==> src/hdl/evpr_pkg.sv <==
// Shared types and constants for the encoder velocity, position and rpm block.
// No dependencies; every other file in hdl/ refers to this package by scoped names.
`timescale 1ns / 1ps
`default_nettype none

package evpr_pkg;

  localparam int CNT_W   = 16;  // encoder counter and counter period
  localparam int POS_W   = 32;  // accumulated position
  localparam int VEL_W   = 16;  // saturated velocity
  localparam int RPM_W   = 16;  // saturated speed
  localparam int SPS_W   = 8;   // samples per second
  localparam int DIFF_W  = 19;  // raw wrap difference before saturation
  localparam int K_W     = 12;  // 15 * samples_per_second
  localparam int PROD_W  = 28;  // |velocity| * 15 * samples_per_second
  localparam int RPM_FACTOR = 15;

  localparam int QUEUE_DEPTH = 2;

  localparam int CFG_IDX_W = 2;
  typedef logic [CFG_IDX_W-1:0] cfg_idx_t;
  localparam cfg_idx_t CFG_COUNTER_PERIOD     = 2'd0;
  localparam cfg_idx_t CFG_SAMPLES_PER_SECOND = 2'd1;
  localparam cfg_idx_t CFG_PULSES_PER_REV     = 2'd2;

  // One measured sample handed from the front end to the rpm back end.
  typedef struct packed {
    logic        [CNT_W-1:0] raw_count;
    logic signed [POS_W-1:0] position;
    logic signed [VEL_W-1:0] velocity;
  } sample_t;

endpackage : evpr_pkg

`default_nettype wire

==> src/hdl/evpr_front.sv <==
// Front end: accepts encoder samples, keeps per-motor state and forms velocity and position.
// Depends on evpr_pkg.
`timescale 1ns / 1ps
`default_nettype none

module evpr_front #(
  parameter int NUM_MOTORS = 2
) (
  input  wire logic                        clk,
  input  wire logic                        rst_n,
  input  wire logic                        in_valid,
  output logic                             in_stall,
  input  wire logic                        in_motor_select,
  input  wire logic [evpr_pkg::CNT_W-1:0]  in_counter_value,
  input  wire logic                        in_counting_down,
  input  wire logic [evpr_pkg::CNT_W-1:0]  counter_period,
  input  wire logic                        q_full,
  output logic                             q_push,
  output evpr_pkg::sample_t                q_push_data
);

  logic                        hold_vld_r, hold_vld_nxt;
  logic                        hold_sel_r;
  logic [evpr_pkg::CNT_W-1:0]  hold_cnt_r;
  logic                        hold_down_r;

  logic [evpr_pkg::CNT_W-1:0]        last_count_r [NUM_MOTORS];
  logic signed [evpr_pkg::POS_W-1:0] position_r   [NUM_MOTORS];
  logic                              seen_first_r [NUM_MOTORS];

  logic                              accept;
  logic                              in_range;
  logic [evpr_pkg::CNT_W-1:0]        cur_last;
  logic signed [evpr_pkg::POS_W-1:0] cur_pos;
  logic                              cur_seen;
  logic signed [evpr_pkg::DIFF_W-1:0] c_s, l_s, p_s, diff;
  logic signed [evpr_pkg::VEL_W-1:0] vel;
  logic signed [evpr_pkg::POS_W-1:0] new_pos;

  assign in_stall = hold_vld_r && q_full;
  assign accept   = in_valid && !in_stall;
  assign q_push   = hold_vld_r && !q_full;
  assign in_range = (int'(hold_sel_r) < NUM_MOTORS);

  always_comb begin
    cur_last = '0;
    cur_pos  = '0;
    cur_seen = 1'b0;
    for (int m = 0; m < NUM_MOTORS; m++) begin
      if (int'(hold_sel_r) == m) begin
        cur_last = last_count_r[m];
        cur_pos  = position_r[m];
        cur_seen = seen_first_r[m];
      end
    end
  end

  // Wrap-aware difference; a counter beyond the period is taken as is.
  always_comb begin
    c_s = signed'({3'b000, hold_cnt_r});
    l_s = signed'({3'b000, cur_last});
    p_s = signed'({3'b000, counter_period});
    if (hold_cnt_r == cur_last) begin
      diff = '0;
    end else if (hold_cnt_r > cur_last) begin
      diff = hold_down_r ? (c_s - l_s - p_s) : (c_s - l_s);
    end else begin
      diff = hold_down_r ? (c_s - l_s) : (c_s + p_s - l_s);
    end
    if (!in_range || !cur_seen) begin
      vel = '0;
    end else if (diff > 19'sd32767) begin
      vel = 16'sh7FFF;
    end else if (diff < -19'sd32768) begin
      vel = -16'sh8000;
    end else begin
      vel = diff[evpr_pkg::VEL_W-1:0];
    end
    new_pos = cur_pos + {{(evpr_pkg::POS_W-evpr_pkg::VEL_W){vel[evpr_pkg::VEL_W-1]}}, vel};
  end

  always_comb begin
    q_push_data.raw_count = hold_cnt_r;
    q_push_data.position  = in_range ? new_pos : '0;
    q_push_data.velocity  = vel;
  end

  always_comb begin
    hold_vld_nxt = hold_vld_r;
    if (accept) begin
      hold_vld_nxt = 1'b1;
    end else if (q_push) begin
      hold_vld_nxt = 1'b0;
    end
  end

  always_ff @(posedge clk) begin
    if (!rst_n) begin
      hold_vld_r <= 1'b0;
    end else begin
      hold_vld_r <= hold_vld_nxt;
    end
  end

  always_ff @(posedge clk) begin
    if (accept) begin
      hold_sel_r  <= in_motor_select;
      hold_cnt_r  <= in_counter_value;
      hold_down_r <= in_counting_down;
    end
  end

  always_ff @(posedge clk) begin
    if (!rst_n) begin
      for (int m = 0; m < NUM_MOTORS; m++) begin
        last_count_r[m] <= '0;
        position_r[m]   <= '0;
        seen_first_r[m] <= 1'b0;
      end
    end else begin
      for (int m = 0; m < NUM_MOTORS; m++) begin
        if (q_push && in_range && int'(hold_sel_r) == m) begin
          last_count_r[m] <= hold_cnt_r;
          position_r[m]   <= new_pos;
          seen_first_r[m] <= 1'b1;
        end
      end
    end
  end

endmodule : evpr_front

`default_nettype wire

==> src/hdl/evpr_queue.sv <==
// Short queue of measured samples between the front end and the rpm back end.
// Depends on evpr_pkg.
`timescale 1ns / 1ps
`default_nettype none

module evpr_queue (
  input  wire logic              clk,
  input  wire logic              rst_n,
  input  wire logic              push,
  input  wire evpr_pkg::sample_t push_data,
  input  wire logic              pop,
  output evpr_pkg::sample_t      pop_data,
  output logic                   full,
  output logic                   empty
);

  localparam int PTR_W = $clog2(evpr_pkg::QUEUE_DEPTH);
  localparam int CNT_W = PTR_W + 1;

  evpr_pkg::sample_t  entry_r [evpr_pkg::QUEUE_DEPTH];
  logic [PTR_W-1:0]   wr_ptr_r, wr_ptr_nxt;
  logic [PTR_W-1:0]   rd_ptr_r, rd_ptr_nxt;
  logic [CNT_W-1:0]   count_r, count_nxt;

  assign full     = (count_r == CNT_W'(evpr_pkg::QUEUE_DEPTH));
  assign empty    = (count_r == '0);
  assign pop_data = entry_r[rd_ptr_r];

  always_comb begin
    wr_ptr_nxt = wr_ptr_r;
    rd_ptr_nxt = rd_ptr_r;
    count_nxt  = count_r;
    if (push) begin
      wr_ptr_nxt = (wr_ptr_r == PTR_W'(evpr_pkg::QUEUE_DEPTH - 1)) ? '0 : wr_ptr_r + 1'b1;
    end
    if (pop) begin
      rd_ptr_nxt = (rd_ptr_r == PTR_W'(evpr_pkg::QUEUE_DEPTH - 1)) ? '0 : rd_ptr_r + 1'b1;
    end
    if (push && !pop) begin
      count_nxt = count_r + 1'b1;
    end else if (pop && !push) begin
      count_nxt = count_r - 1'b1;
    end
  end

  always_ff @(posedge clk) begin
    if (!rst_n) begin
      wr_ptr_r <= '0;
      rd_ptr_r <= '0;
      count_r  <= '0;
    end else begin
      wr_ptr_r <= wr_ptr_nxt;
      rd_ptr_r <= rd_ptr_nxt;
      count_r  <= count_nxt;
    end
  end

  always_ff @(posedge clk) begin
    if (push) begin
      entry_r[wr_ptr_r] <= push_data;
    end
  end

endmodule : evpr_queue

`default_nettype wire

==> src/hdl/evpr_back.sv <==
// Back end: scales velocity to rpm with a serial divider and holds the result register.
// Depends on evpr_pkg.
`timescale 1ns / 1ps
`default_nettype none

module evpr_back (
  input  wire logic                        clk,
  input  wire logic                        rst_n,
  input  wire logic [evpr_pkg::SPS_W-1:0]  samples_per_second,
  input  wire logic [evpr_pkg::CNT_W-1:0]  pulses_per_rev,
  input  wire logic                        q_empty,
  input  wire evpr_pkg::sample_t           q_pop_data,
  output logic                             q_pop,
  output logic                             out_valid,
  input  wire logic                        out_stall,
  output logic [evpr_pkg::CNT_W-1:0]       out_raw_count,
  output logic signed [evpr_pkg::POS_W-1:0] out_position,
  output logic signed [evpr_pkg::VEL_W-1:0] out_velocity_counts,
  output logic signed [evpr_pkg::RPM_W-1:0] out_speed_rpm
);

  localparam int STEP_W = $clog2(evpr_pkg::PROD_W);

  typedef enum logic [4:0] {
    ST_IDLE = 5'b00001,
    ST_MUL  = 5'b00010,
    ST_DIV  = 5'b00100,
    ST_FIX  = 5'b01000,
    ST_OUT  = 5'b10000
  } back_state_t;

  back_state_t state_r, state_nxt;
  logic [STEP_W-1:0]                  step_r, step_nxt;
  logic [evpr_pkg::CNT_W-1:0]         raw_r;
  logic signed [evpr_pkg::POS_W-1:0]  pos_r;
  logic signed [evpr_pkg::VEL_W-1:0]  vel_r;
  logic signed [evpr_pkg::RPM_W-1:0]  rpm_r, rpm_nxt;
  logic                               neg_r;
  logic [evpr_pkg::VEL_W-1:0]         mag_r;
  logic [evpr_pkg::PROD_W-1:0]        quo_r, quo_nxt;
  logic [evpr_pkg::CNT_W-1:0]         rem_r, rem_nxt;
  logic [evpr_pkg::K_W-1:0]           k;
  logic [evpr_pkg::CNT_W:0]           shifted;
  logic [evpr_pkg::CNT_W+1:0]         trial;

  assign k = evpr_pkg::K_W'(samples_per_second) * evpr_pkg::K_W'(evpr_pkg::RPM_FACTOR);
  assign q_pop = (state_r == ST_IDLE) && !q_empty;

  assign out_valid           = (state_r == ST_OUT);
  assign out_raw_count       = raw_r;
  assign out_position        = pos_r;
  assign out_velocity_counts = vel_r;
  assign out_speed_rpm       = rpm_r;

  // One restoring division step: the dividend shifts in from the top of quo_r.
  always_comb begin
    shifted = {rem_r, quo_r[evpr_pkg::PROD_W-1]};
    trial   = {1'b0, shifted} - {2'b00, pulses_per_rev};
    if (!trial[evpr_pkg::CNT_W+1]) begin
      rem_nxt = trial[evpr_pkg::CNT_W-1:0];
      quo_nxt = {quo_r[evpr_pkg::PROD_W-2:0], 1'b1};
    end else begin
      rem_nxt = shifted[evpr_pkg::CNT_W-1:0];
      quo_nxt = {quo_r[evpr_pkg::PROD_W-2:0], 1'b0};
    end
  end

  // The magnitude quotient is truncated, so negating it truncates toward zero.
  always_comb begin
    if (pulses_per_rev == '0) begin
      rpm_nxt = '0;
    end else if (neg_r) begin
      rpm_nxt = (quo_r > evpr_pkg::PROD_W'(32768)) ? -16'sh8000 :
                -signed'(quo_r[evpr_pkg::RPM_W-1:0]);
    end else begin
      rpm_nxt = (quo_r > evpr_pkg::PROD_W'(32767)) ? 16'sh7FFF :
                signed'(quo_r[evpr_pkg::RPM_W-1:0]);
    end
  end

  always_comb begin
    state_nxt = state_r;
    step_nxt  = step_r;
    unique case (state_r)
      ST_IDLE: begin
        if (!q_empty) begin
          state_nxt = ST_MUL;
        end
      end
      ST_MUL: begin
        state_nxt = ST_DIV;
        step_nxt  = '0;
      end
      ST_DIV: begin
        step_nxt = step_r + 1'b1;
        if (step_r == STEP_W'(evpr_pkg::PROD_W - 1)) begin
          state_nxt = ST_FIX;
        end
      end
      ST_FIX: begin
        state_nxt = ST_OUT;
      end
      ST_OUT: begin
        if (!out_stall) begin
          state_nxt = ST_IDLE;
        end
      end
      default: begin
        state_nxt = ST_IDLE;
      end
    endcase
  end

  always_ff @(posedge clk) begin
    if (!rst_n) begin
      state_r <= ST_IDLE;
      step_r  <= '0;
    end else begin
      state_r <= state_nxt;
      step_r  <= step_nxt;
    end
  end

  always_ff @(posedge clk) begin
    if (q_pop) begin
      raw_r <= q_pop_data.raw_count;
      pos_r <= q_pop_data.position;
      vel_r <= q_pop_data.velocity;
      neg_r <= q_pop_data.velocity[evpr_pkg::VEL_W-1];
      mag_r <= q_pop_data.velocity[evpr_pkg::VEL_W-1] ?
               evpr_pkg::VEL_W'(-q_pop_data.velocity) : q_pop_data.velocity;
    end
    if (state_r == ST_MUL) begin
      quo_r <= evpr_pkg::PROD_W'(mag_r) * evpr_pkg::PROD_W'(k);
      rem_r <= '0;
    end else if (state_r == ST_DIV) begin
      quo_r <= quo_nxt;
      rem_r <= rem_nxt;
    end
    if (state_r == ST_FIX) begin
      rpm_r <= rpm_nxt;
    end
  end

endmodule : evpr_back

`default_nettype wire

==> src/hdl/encoder_velocity_position_rpm.sv <==
// Top level of the encoder velocity, position and rpm block: configuration registers,
// front end, sample queue and rpm back end. Depends on evpr_pkg, evpr_front,
// evpr_queue and evpr_back.
//
//   Channel  Direction  Handshake             Payload
//   in_      input      in_valid / in_stall   motor_select, counter_value, counting_down
//   out_     output     out_valid / out_stall raw_count, position, velocity_counts, speed_rpm
//   cfg_     input      cfg_valid / cfg_ready cfg_index, cfg_data
//
// The front end holds each sample in a register until it is queued, and updates the motor's state then.
// The back end then works on one sample at a time: pop, multiply, 28 serial divide steps,
// saturation and output, and pops the next only once idle; this divider sets the sustained rate.
// Reset is synchronous and clears all motor state; the registers return to their defaults.
// A stall on the output holds the result; three more samples enter meanwhile, two in the
// queue and one in the front end's holding register, and then the input stalls.
`timescale 1ns / 1ps
`default_nettype none

module encoder_velocity_position_rpm #(
  parameter int NUM_MOTORS = 2
) (
  input  wire logic                          clk,
  input  wire logic                          rst_n,
  input  wire logic                          in_valid,
  output logic                               in_stall,
  input  wire logic                          in_motor_select,
  input  wire logic [evpr_pkg::CNT_W-1:0]    in_counter_value,
  input  wire logic                          in_counting_down,
  output logic                               out_valid,
  input  wire logic                          out_stall,
  output logic [evpr_pkg::CNT_W-1:0]         out_raw_count,
  output logic signed [evpr_pkg::POS_W-1:0]  out_position,
  output logic signed [evpr_pkg::VEL_W-1:0]  out_velocity_counts,
  output logic signed [evpr_pkg::RPM_W-1:0]  out_speed_rpm,
  input  wire logic                          cfg_valid,
  output logic                               cfg_ready,
  input  wire evpr_pkg::cfg_idx_t            cfg_index,
  input  wire logic [evpr_pkg::CNT_W-1:0]    cfg_data
);

  logic [evpr_pkg::CNT_W-1:0] counter_period_r;
  logic [evpr_pkg::SPS_W-1:0] samples_per_second_r;
  logic [evpr_pkg::CNT_W-1:0] pulses_per_rev_r;

  logic              q_push, q_pop, q_full, q_empty;
  evpr_pkg::sample_t q_push_data, q_pop_data;

  assign cfg_ready = 1'b1;

  always_ff @(posedge clk) begin
    if (!rst_n) begin
      counter_period_r     <= 16'd65535;
      samples_per_second_r <= 8'd100;
      pulses_per_rev_r     <= 16'd1000;
    end else if (cfg_valid && cfg_ready) begin
      unique case (cfg_index)
        evpr_pkg::CFG_COUNTER_PERIOD:     counter_period_r <= cfg_data;
        evpr_pkg::CFG_SAMPLES_PER_SECOND: samples_per_second_r <= cfg_data[evpr_pkg::SPS_W-1:0];
        evpr_pkg::CFG_PULSES_PER_REV:     pulses_per_rev_r <= cfg_data;
        default: ;
      endcase
    end
  end

  evpr_front #(
    .NUM_MOTORS(NUM_MOTORS)
  ) u_front (
    .clk              (clk),
    .rst_n            (rst_n),
    .in_valid         (in_valid),
    .in_stall         (in_stall),
    .in_motor_select  (in_motor_select),
    .in_counter_value (in_counter_value),
    .in_counting_down (in_counting_down),
    .counter_period   (counter_period_r),
    .q_full           (q_full),
    .q_push           (q_push),
    .q_push_data      (q_push_data)
  );

  evpr_queue u_queue (
    .clk       (clk),
    .rst_n     (rst_n),
    .push      (q_push),
    .push_data (q_push_data),
    .pop       (q_pop),
    .pop_data  (q_pop_data),
    .full      (q_full),
    .empty     (q_empty)
  );

  evpr_back u_back (
    .clk                 (clk),
    .rst_n               (rst_n),
    .samples_per_second  (samples_per_second_r),
    .pulses_per_rev      (pulses_per_rev_r),
    .q_empty             (q_empty),
    .q_pop_data          (q_pop_data),
    .q_pop               (q_pop),
    .out_valid           (out_valid),
    .out_stall           (out_stall),
    .out_raw_count       (out_raw_count),
    .out_position        (out_position),
    .out_velocity_counts (out_velocity_counts),
    .out_speed_rpm       (out_speed_rpm)
  );

endmodule : encoder_velocity_position_rpm

`default_nettype wire

==> config.mk <==
export PLATFORM = sky130hd
export DESIGN_NAME = encoder_velocity_position_rpm
export DESIGN_NICKNAME = d
export VERILOG_FILES = /design/src/hdl/evpr_pkg.sv /design/src/hdl/evpr_front.sv /design/src/hdl/evpr_queue.sv /design/src/hdl/evpr_back.sv /design/src/hdl/encoder_velocity_position_rpm.sv
export SDC_FILE = /design/constraint.sdc
export NUM_CORES = 1
export LEC_CHECK = 0
export ABC_AREA = 1
export BUFFER_PORTS_ARGS = -buffer_cell sky130_fd_sc_hd__buf_2
export CORE_AREA = 3 3 245 247
export CTS_CLUSTER_DIAMETER = 120
export DETAILED_ROUTE_END_ITERATION = 8
export DIE_AREA = 0 0 248 250
export PLACE_DENSITY = 0.72
export REMOVE_ABC_BUFFERS = 1
export SYNTH_ARGS = -nofsm -noshare
export SYNTH_HDL_FRONTEND = slang
export SYNTH_HIERARCHICAL = 1
export SYNTH_SLANG_ARGS = --single-unit
==> constraint.sdc <==
create_clock -name clk -period 7.8 [get_ports clk]
set_input_delay 0.39 -clock clk [delete_from_list [all_inputs] [get_ports clk]]
set_output_delay 0.39 -clock clk [all_outputs]
set_load 0.005 [all_outputs]
==> flow_summary_export.csv <==
group,metric,value,unit
outcome,status,"complete, no violations",
sta,setup_viol,0,
setup_path,startpoint_type,"flip-flop",
layout,syn2layout_area_growth,10.0,%
clock_network,clock_path_buffers,3,
placed_design,post-place-ws,303,ps
sta,max_freq,134,MHz
detailed_routing,drc,0,
logic_synthesis,synthCells,3683,
job,maxCapViolCount,0,
sta,finClkSkew,35.6,ps
logic_synthesis,synthFlopType,"edfxtp_1",
setup_path,end_kind,"flip-flop",
floorplanning,coreArea,0.0578,sq mm
floorplanning,die_h,250,microns
global_route,grt_pass1_wl,126000,microns
clock_network,path_clk_slew,60,ps
worst_hold_path,hold_class,"in -> reg",
logic_synthesis,synth_cell_type_count,63,
clock_network,clock_latency,600,ps
clock_network,cts_num_sinks,439,
clock_network,cts_root_buffer,"clkbuf_16",
setup_path,required,8130,ps
setup_path,cpLargestDelayFamily,"adder cells",
global_route,antenna_found_initial,3,
floorplanning,num_io_pins,124,
detailed_routing,drtAntennaViolNets,0,
logic_synthesis,synth-xor-area-share,2.20,%
logic_synthesis,syn_area,0.0318,sq mm
logic_synthesis,synth_edf_count,367,
logic_synthesis,synth.avg_cell_area,8.64,sq um
layout,fillCellCount,5037,
sta,slew_headroom,38.5,%
layout,final_util,60.6,%
setup_path,cp_slowest_cell,"fa_1",
sta,setup_ws,355,ps
global_route,grtUsageTotal,25.7,%
global_route,grt_pass1_vias,23946,
logic_synthesis,synth_mux_area_share,2.97,%
detailed_routing,wl_per_cell,17.0,microns
layout,multiInputGateArea,0.0164,sq mm
layout,drive_above_1_share,11.1,%
layout,layoutNonFillerInstCount,4622,
placed_design,place_congestion,0.961,
logic_synthesis,yosys_warnings,6,
setup_path,crit_top_cell,"fa_1",
logic_synthesis,synth_simple_gate_area_share,22.2,%
detailed_routing,drtIter0Drc,1666,
detailed_routing,finalWirelength,78500,microns
layout,regArea,0.0125,sq mm
detailed_routing,via_per_inst,5.28,
setup_path,critPathMaxFanout,10,
sta,final_max_slew_viol_count,0,
logic_synthesis,ys_ff_latch,439,
logic_synthesis,synth_compound_area_share,5.88,%
sta,hold_viol_final,0,
detailed_routing,vias,24397,
logic_synthesis,synth_top_family_by_area,"simple AND/OR/NAND/NOR gates",
global_route,grt_max_degree,65,
sta,fin_crit,7440,ps
sta,period_share,95.4,%
logic_synthesis,ys_seq_area_share,39.1,%
setup_path,cp_data_arrival_time,7780,ps
placed_design,dp_hpwl,58900,microns
logic_synthesis,synth_fa_ha_area_share,18.0,%
floorplanning,start_util,55.1,%
clock_network,cts-buffers-inserted,48,
sta,worst_slew_pin_slew,922,ps
layout,nets,4208,
logic_synthesis,synth_top_area_cell,"edfxtp_1",
clock_network,cts_tree,"built",
placed_design,dpl.cell_count,4501,
logic_synthesis,ys_top_cells_by_area,"edfxtp_1 (35%), nand2_1 (11%), fa_1 (11%), inv_1 (7.8%), ha_1 (7.1%)",
logic_synthesis,yosys-top-cells-count,"nand2_1 (928), inv_1 (661), edfxtp_1 (367)",
floorplanning,num_rows,88,
setup_path,path_class,"reg -> reg",
clock_network,h-tree-depth,2,
floorplanning,die_w,248,microns
detailed_routing,drt_first_pass_iters,6,
setup_path,critical_path_buf_inv_count,5,
setup_path,slowest_delay,550,ps
placed_design,portBuffers,122,
global_route,grt_overflow,0,
logic_synthesis,synth-async-reset-ratio,0,%
sta,worst_hold_slack,50.7,ps
logic_synthesis,post-synth-top-count-cell,"nand2_1",
logic_synthesis,synth_top_area_share,34.6,%
floorplanning,die_area,0.0620,sq mm
==> final timing paths <==
kind | from | to | slack [ps] | depth (start not counted)
worst max-delay path | samples_per_second_r[6] | u_back/quo_r[22] | 360 | 29
worst min-delay path | cfg_data[14] | pulses_per_rev_r[14] | 50 | 3
worst max register to register | samples_per_second_r[6] | u_back/quo_r[22] | 360 | 29
worst min register to register | pulses_per_rev_r[8] | pulses_per_rev_r[8] | 460 | 2
==> layout by cell type (no fill, tap or decap), types with 5 or more instances in the layout <==
| master | count |
|---|---|
| nand2_1 | 925 |
| inv_1 | 656 |
| edfxtp_1 | 367 |
| nor2_1 | 281 |
| nand3_1 | 237 |
| ha_1 | 180 |
| fa_1 | 173 |
| a21oi_1 | 152 |
| buf_2 | 122 |
| o21ai_0 | 116 |
| dfxtp_1 | 69 |
| mux2_4 | 60 |
| clkbuf_16 | 48 |
| xor2_1 | 41 |
| nand4_1 | 38 |
| xnor2_1 | 37 |
| buf_4 | 33 |
| nor3_1 | 33 |
| nand2_2 | 24 |
| or2_2 | 24 |
| nand3b_1 | 20 |
| dlygate4sd3_1 | 18 |
| inv_2 | 15 |
| o21bai_1 | 14 |
| nand3_2 | 13 |
| nor2_2 | 12 |
| nand2_4 | 9 |
| clkinv_1 | 8 |
| a21o_1 | 8 |
| clkinv_2 | 7 |
| clkbuf_1 | 7 |
| a21oi_2 | 7 |
| o211ai_1 | 7 |
| clkinvlp_4 | 6 |
| and2_1 | 5 |
| o22ai_1 | 5 |
| nor4_1 | 5 |
| a31oi_1 | 5 |
==> worst register-to-register path, delay by kind of cell (launching register included) <==
kind                     cells  cell delay, ps
adder cells (fa/ha/maj)      9            4350
AO/OA/AOI/OAI                2             430
buffers and inverters        5             390
AND/OR/NAND/NOR             13            1610
flip-flops                   1             410
==> per-layer routing <==
metal	part of all wire (%)	global-route usage, %	vias up	routed length, microns
met4	3.5	8.82	0	2740
met2	47	42.2	716	36800
met1	43	34.5	11493	33800
met3	6.6	4.20	146	5150
met5	0	0	-	0
li1	-	-	12042	-
==> final cells by class <==
cell class	count	area share (%)
Multi-Input combinational cell	2478	46.8
Sequential cell	439	35.6
Inverter	674	7.25
Clock buffer	59	3.66
Timing Repair Buffer	173	2.97
Tap cell	765	2.73
Clock inverter	31	0.936
Antenna cell	3	0.0214
==> state kept, by name, summed over array words and instances (netlist names), 28 cells and up, named ones only <==
name and cells:
u_front/position_r 64, u_front/last_count_r 32, u_back/out_position 32, u_queue/entry_r 128, u_back/quo_r 28
==> through the flow <==
step | cell area [sq um] | setup TNS (ps)
floorplan | 31300 | 0
global placement | 33100 | 0
detailed placement | 33100 | 0
CTS | 34900 | 0
global route | 35000 | -51.8
finish | 35000 | 0
==> timing repair <==
action                                  4_1_cts  5_1_grt
resized for setup                             0       22
hold buffers                                 18        0
setup buffers                                 0        9
endpoints found under the setup margin        0       19
hold endpoints to repair                     18        0
==> kinds of logic (layout without fill, tap and decap cells) <==
| kind of cell | Yosys count | count (layout) |
|---|---|---|
| AO/OA/AOI/OAI | 338 | 338 |
| XOR/XNOR | 79 | 79 |
| adder cells (fa/ha/maj) | 353 | 353 |
| buffers and inverters | 767 | 937 |
| flip-flops | 439 | 439 |
| multiplexers | 64 | 64 |
| other | 1 | 4 |
| AND/OR/NAND/NOR | 1642 | 1643 |
Power is left out: the tool's default activity adds up to more than one toggle a clock period on the data nets, which glitch-free logic cannot reach.
